==> src/sv/lrk4_pkg.sv <==
`default_nettype none

package lrk4_pkg;

    localparam int LRK4_VALUE_BITS = 32;
    localparam int LRK4_FRAC_BITS  = 22;

    // magnitude width of a multiplier operand: state, coefficients, h and the divide-by-6 words
    function automatic int lrk4_mag_width(input int vb);
        return (vb + 3 > 32) ? vb + 3 : 32;
    endfunction

    // multiplier product scaling
    localparam logic [1:0] SH_FRAC = 2'd0;
    localparam logic [1:0] SH_H    = 2'd1;
    localparam logic [1:0] SH_DIV  = 2'd2;

    // sequencer operations
    localparam logic [3:0] OP_DX  = 4'd0;
    localparam logic [3:0] OP_DY  = 4'd1;
    localparam logic [3:0] OP_XY  = 4'd2;
    localparam logic [3:0] OP_BZ  = 4'd3;
    localparam logic [3:0] OP_KX  = 4'd4;
    localparam logic [3:0] OP_KY  = 4'd5;
    localparam logic [3:0] OP_KZ  = 4'd6;
    localparam logic [3:0] OP_D6X = 4'd7;
    localparam logic [3:0] OP_D6Y = 4'd8;
    localparam logic [3:0] OP_D6Z = 4'd9;

    // register indexes
    localparam logic [2:0] REG_METHOD  = 3'd0;
    localparam logic [2:0] REG_SIGMA   = 3'd1;
    localparam logic [2:0] REG_RHO     = 3'd2;
    localparam logic [2:0] REG_BETA    = 3'd3;
    localparam logic [2:0] REG_STEP    = 3'd4;
    localparam logic [2:0] REG_START_X = 3'd5;
    localparam logic [2:0] REG_START_Y = 3'd6;
    localparam logic [2:0] REG_START_Z = 3'd7;

    localparam logic        METHOD_RST = 1'b1;
    localparam logic [30:0] SIGMA_RST  = 31'd41943040;
    localparam logic [30:0] RHO_RST    = 31'd419262628;
    localparam logic [30:0] BETA_RST   = 31'd11184811;
    localparam logic [31:0] STEP_RST   = 32'd4294967;
    localparam logic [31:0] START_RST  = 32'd4194304;

    typedef struct packed {
        logic       go;
        logic [1:0] sel;
    } lrk4_mcmd_t;

    typedef struct packed {
        logic done;
        logic sat;
    } lrk4_mstat_t;

endpackage

`default_nettype wire

==> src/sv/lrk4_mul.sv <==
`default_nettype none

module lrk4_mul
    import lrk4_pkg::*;
#(
    parameter int VALUE_BITS = LRK4_VALUE_BITS,
    parameter int FRAC_BITS  = LRK4_FRAC_BITS
) (
    input  wire logic                                      aclk,
    input  wire logic                                      aresetn,
    input  lrk4_mcmd_t                                     cmd,
    input  logic signed [lrk4_mag_width(VALUE_BITS):0]     op_a,
    input  logic signed [lrk4_mag_width(VALUE_BITS):0]     op_b,
    output lrk4_mstat_t                                    stat,
    output logic signed [VALUE_BITS-1:0]                   res
);

    localparam int MW     = lrk4_mag_width(VALUE_BITS);
    localparam int PW     = 2 * MW;
    localparam int DG     = 16;
    localparam int NDIG   = (MW + DG - 1) / DG;
    localparam int UBW    = NDIG * DG;
    localparam int CW     = $clog2(NDIG + 1);
    localparam int DIV_SH = VALUE_BITS + 5;

    localparam logic [1:0] P_IDLE = 2'd0;
    localparam logic [1:0] P_MUL  = 2'd1;
    localparam logic [1:0] P_RND  = 2'd2;

    logic [1:0]            phase_reg, phase_next;
    logic [CW-1:0]         dig_reg, dig_next;
    logic [MW-1:0]         ua_reg, ua_next;
    logic [UBW-1:0]        ub_reg, ub_next;
    logic [PW-1:0]         acc_reg, acc_next;
    logic                  neg_reg, neg_next;
    logic [1:0]            sel_reg, sel_next;
    logic                  done_reg, done_next;
    logic                  sat_reg, sat_next;
    logic signed [VALUE_BITS-1:0] res_reg, res_next;

    logic signed [MW:0] mag_a, mag_b;
    logic [PW:0]        rnd, sum, q, qn, lim;
    logic               ovf;

    assign mag_a = op_a[MW] ? -op_a : op_a;
    assign mag_b = op_b[MW] ? -op_b : op_b;

    // rounding constant and scaling by product kind
    always_comb begin
        unique case (sel_reg)
            SH_FRAC: rnd = (PW + 1)'(1) << (FRAC_BITS - 1);
            SH_H:    rnd = (PW + 1)'(1) << 31;
            default: rnd = '0;
        endcase
        sum = {1'b0, acc_reg} + rnd;
        unique case (sel_reg)
            SH_FRAC: q = sum >> FRAC_BITS;
            SH_H:    q = sum >> 32;
            SH_DIV:  q = sum >> DIV_SH;
            default: q = sum;
        endcase
    end

    assign lim = ((PW + 1)'(1) << (VALUE_BITS - 1)) - (PW + 1)'(!neg_reg);
    assign ovf = q > lim;
    assign qn  = neg_reg ? -q : q;

    always_comb begin
        phase_next = phase_reg;
        dig_next   = dig_reg;
        ua_next    = ua_reg;
        ub_next    = ub_reg;
        acc_next   = acc_reg;
        neg_next   = neg_reg;
        sel_next   = sel_reg;
        done_next  = 1'b0;
        sat_next   = sat_reg;
        res_next   = res_reg;
        unique case (phase_reg)
            P_IDLE: begin
                if (cmd.go) begin
                    ua_next    = mag_a[MW-1:0];
                    ub_next    = UBW'(mag_b[MW-1:0]);
                    neg_next   = op_a[MW] ^ op_b[MW];
                    sel_next   = cmd.sel;
                    acc_next   = '0;
                    dig_next   = CW'(NDIG);
                    phase_next = P_MUL;
                end
            end
            P_MUL: begin
                // one 16-bit digit of b per cycle, most significant first
                acc_next = (acc_reg << DG) + (PW'(ua_reg) * PW'(ub_reg[UBW-1 -: DG]));
                ub_next  = ub_reg << DG;
                dig_next = dig_reg - CW'(1);
                if (dig_reg == CW'(1)) begin
                    phase_next = P_RND;
                end
            end
            P_RND: begin
                res_next   = ovf ? {neg_reg, {(VALUE_BITS - 1){!neg_reg}}}
                                 : qn[VALUE_BITS-1:0];
                sat_next   = ovf && (sel_reg != SH_DIV);
                done_next  = 1'b1;
                phase_next = P_IDLE;
            end
            default: phase_next = P_IDLE;
        endcase
    end

    always_ff @(posedge aclk) begin
        if (!aresetn) begin
            phase_reg <= P_IDLE;
            done_reg  <= 1'b0;
        end else begin
            phase_reg <= phase_next;
            done_reg  <= done_next;
        end
        dig_reg <= dig_next;
        ua_reg  <= ua_next;
        ub_reg  <= ub_next;
        acc_reg <= acc_next;
        neg_reg <= neg_next;
        sel_reg <= sel_next;
        sat_reg <= sat_next;
        res_reg <= res_next;
    end

    assign stat.done = done_reg;
    assign stat.sat  = sat_reg;
    assign res       = res_reg;

endmodule

`default_nettype wire
==> config.mk <==
export PLATFORM = sky130hd
export DESIGN_NAME = lrk4_mul
export DESIGN_NICKNAME = d
export VERILOG_FILES = /design/src/sv/lrk4_pkg.sv /design/src/sv/lrk4_mul.sv
export SDC_FILE = /design/constraint.sdc
export NUM_CORES = 2
export LEC_CHECK = 0
export BUFFER_PORTS_ARGS = -buffer_cell sky130_fd_sc_hd__buf_2
export CAP_MARGIN = 20
export CORE_MARGIN = 2
export CORE_UTILIZATION = 35
export DETAILED_ROUTE_END_ITERATION = 16
export PLACE_DENSITY = 0.6
export RECOVER_POWER = 100
export SYNTH_ARGS = -nofsm -noshare
export SYNTH_HDL_FRONTEND = slang
export SYNTH_SLANG_ARGS = --single-unit
==> constraint.sdc <==
create_clock -name aclk -period 13.7 [get_ports aclk]
set_clock_uncertainty 0.05 [all_clocks]
set_input_delay 0.685 -clock aclk [delete_from_list [all_inputs] [get_ports aclk]]
set_output_delay 0.685 -clock aclk [all_outputs]
set_load 0.03 [all_outputs]
==> impl_metrics.py <==
metrics = {
    "sta": {
        "final-setup-viol-count": 0,
        "fin_tns_setup_ps": 0,
        "drv_slew": 392,
        "final_hold_viol_count": 0,
        "slew_headroom_pct": -133.3,
        "fmax_mhz": 96.41,
        "finalCritPeriodShare_pct": 75.71,
        "finalCriticalPeriod_ps": 10370,
        "rsz0062_at_grt": "no",
        "tightest_slew_ps": 3500,
    },
    "global_routing": {
        "grt_overflow": 0,
        "grt_max_degree": 83,
        "grt_pass1_vias": 26440,
        "grt_pass1_wl_um": 153700,
        "antenna_found_initial": 0,
        "track_usage_pct": 21.11,
    },
    "layout": {
        "syn_to_final_growth_pct": 6.266,
        "final_cell_mix": "inv_1, nand2_1, fa_1",
        "final_common_cell": "inv_1",
        "utilization_pct": 37.41,
        "drive_gt1_share_pct": 4.895,
        "finalNonFillerCells": 4802,
        "nets": 4354,
        "largest_reg_flops": 70,
        "diodes": 0,
    },
    "detailed_routing": {
        "drt_iter0_drc": 1681,
        "wl_um": 95320,
        "drc": 0,
        "routedWlPerCell_um": 19.85,
        "num_vias": 25240,
        "drt_pass1_iterations": 5,
        "postRouteAntennaNets": 0,
        "via_per_inst": 5.256,
    },
    "placement": {
        "gp_congestion": 0.9254,
        "placed_cells": 4770,
        "port_buffers": 110,
        "hpwl_um": 74780,
    },
    "cts": {
        "clkTransAtPathRegs_ps": 80,
        "ctsRootBufferMaster": "clkbuf_16",
        "cts_buffer_depth": 2,
        "cts_tree": "done",
        "htree_levels": 4,
        "hold_buffers": 0,
        "clk_latency_ps": 510,
        "cts_sinks": 194,
        "cts-resized-gates": 0,
        "postCtsSetupBuffers": 0,
        "cts-buffers-inserted": 17,
    },
    "worst_setup_path": {
        "r2r_cells": 22,
        "slowest_delay_ps": 1020,
        "crit_family": "simple AND/OR/NAND/NOR gates",
        "cp_cell_sequence": "clkbuf_1, nand2b_1, inv_1, ha_1, and2_1, a41oi_1, nor4_1, nor3_1, a211oi_1, ha_1, a2111oi_0, o21ai_0, a31o_2, a21oi_1, or3_1, nand4b_1, a22o_1, a311oi_1, nand3_2, clkbuf_1, or3_1, and3_1",
        "r2r_start": "sel_reg[1]",
        "cp-start-kind": "flop",
        "ff2ff_setup_slack_ps": 3330,
        "crit_required_ps": 13920,
        "crit_slowest_cell": "nor4_1",
        "cp-startpoint": "sel_reg[1]",
        "path_class": "flop to flop",
        "cp_num_cells": 22,
        "crit_fanout": 62,
        "crit_path_end": "res[25]",
        "cp-end-kind": "flop",
        "regToRegEndpoint": "res[25]",
        "cp.arrival_ps": 10590,
        "path_buf_inv": 3,
    },
    "logic_synthesis": {
        "synth_edf_count": 191,
        "syn-mean-instance-area_sq_um": 8.867,
        "netlist_area_sq_um": 32170,
        "async_flop_share_pct": 0,
        "seq_area_frac_synth_pct": 18.02,
        "synth_nets": 4378,
        "yosys_most_used_dff": "edfxtp_1",
        "synth_cell_type_count": 87,
        "ys_warn_count": 0,
        "netlist_instances": 3628,
        "ys_ff_latch": 194,
    },
    "die": {
        "ios": 111,
        "num_rows": 111,
        "initial_core_util_pct": 35.20,
        "die_w_um": 307.2,
        "dieArea_sq_um": 94350,
        "core-area_sq_um": 91390,
        "die_h_um": 307.2,
    },
    "run": {
        "cap_violations": 8,
    },
    "worst_hold_path": {
        "hp-class": "primary input to flop",
    },
    "run_status": {
        "violations": "max-capacitance violations, max-slew violations",
        "status": "complete, but fails checks",
    },
}
cell families (layout without fill, tap and decap cells):
logic type               after synthesis  in the layout  synth area share [%]
flip-flops                           194            194                 18.02
multiplexers                          29             29                 1.307
AO/OA/AOI/OAI                        445            445                 9.125
AND/OR/NAND/NOR                     1256           1256                 19.19
adder cells (fa/ha/maj)              673            673                 37.73
XOR/XNOR                             157            157                 4.275
buffers and inverters                874            862                 10.36
metrics by stage:
| stage | area [sq um] | hold slack [ps] | worst slack, ps |
|---|---|---|---|
| 4_1_cts | 34300 | 276.0 | 5663 |
| 3_5_place_dp | 33730 | 454.2 | 5673 |
| 5_1_grt | 34180 | 290.2 | 2559 |
| 2_1_floorplan | 32170 | 446.3 | 6705 |
| 6_report | 34180 | 308.9 | 3327 |
| 3_3_place_gp | 33720 | 448.3 | 5490 |
worst min path at each step:
stage                     startpoint    endpoint  slack [ps]  depth (start not counted)
after detailed placement  ub_reg[26]  ub_reg[42]         450                          1
after global routing          cmd[0]  sel_reg[0]         290                          1
after CTS                     cmd[0]  sel_reg[0]         280                          1
after global placement    ub_reg[28]  ub_reg[44]         450                          1
final                         cmd[0]  sel_reg[0]         310                          1
after floorplan            ub_reg[0]  ub_reg[16]         450                          2
Yosys cell counts (20+ instances only):
library cell | count | area (sq um)
or3_1 | 26 | 162.7
a21o_1 | 31 | 232.7
ha_1 | 178 | 2227
a211oi_1 | 20 | 150.1
nor4_1 | 20 | 125.1
and3_1 | 26 | 162.7
nand3_1 | 57 | 285.3
o31ai_1 | 26 | 195.2
o21ai_0 | 122 | 610.6
nor2_1 | 170 | 638.1
nand4_1 | 51 | 319.1
clkbuf_1 | 172 | 645.6
nand2b_1 | 24 | 150.1
nand2_1 | 503 | 1888
xnor2_1 | 93 | 814.5
inv_1 | 685 | 2571
and2_1 | 231 | 1445
fa_1 | 495 | 9910
xor2_1 | 64 | 560.5
a21oi_1 | 89 | 445.4
edfxtp_1 | 191 | 5736
nor3_1 | 58 | 290.3
cell type report:
class,count,area [sq um]
Fill cell,9387,57200
Multi-Input combinational cell,2560,23030
Sequential cell,194,5796
Inverter,686,2575
Tap cell,1186,1484
Timing Repair Buffer,145,724.4
Clock buffer,17,425.4
Clock inverter,14,150.1
layer usage:
metal | routed length (um) | track usage (%) | vias up
li1 | - | - | 11550
met1 | 39880 | 27.57 | 12740
met2 | 47800 | 36.46 | 826
met3 | 5025 | 2.254 | 123
met4 | 2612 | 7.079 | 0
met5 | 0 | 0 | -
Power is left out: the tool's default activity adds up to more than one toggle a clock period on the data nets, which glitch-free logic cannot reach.
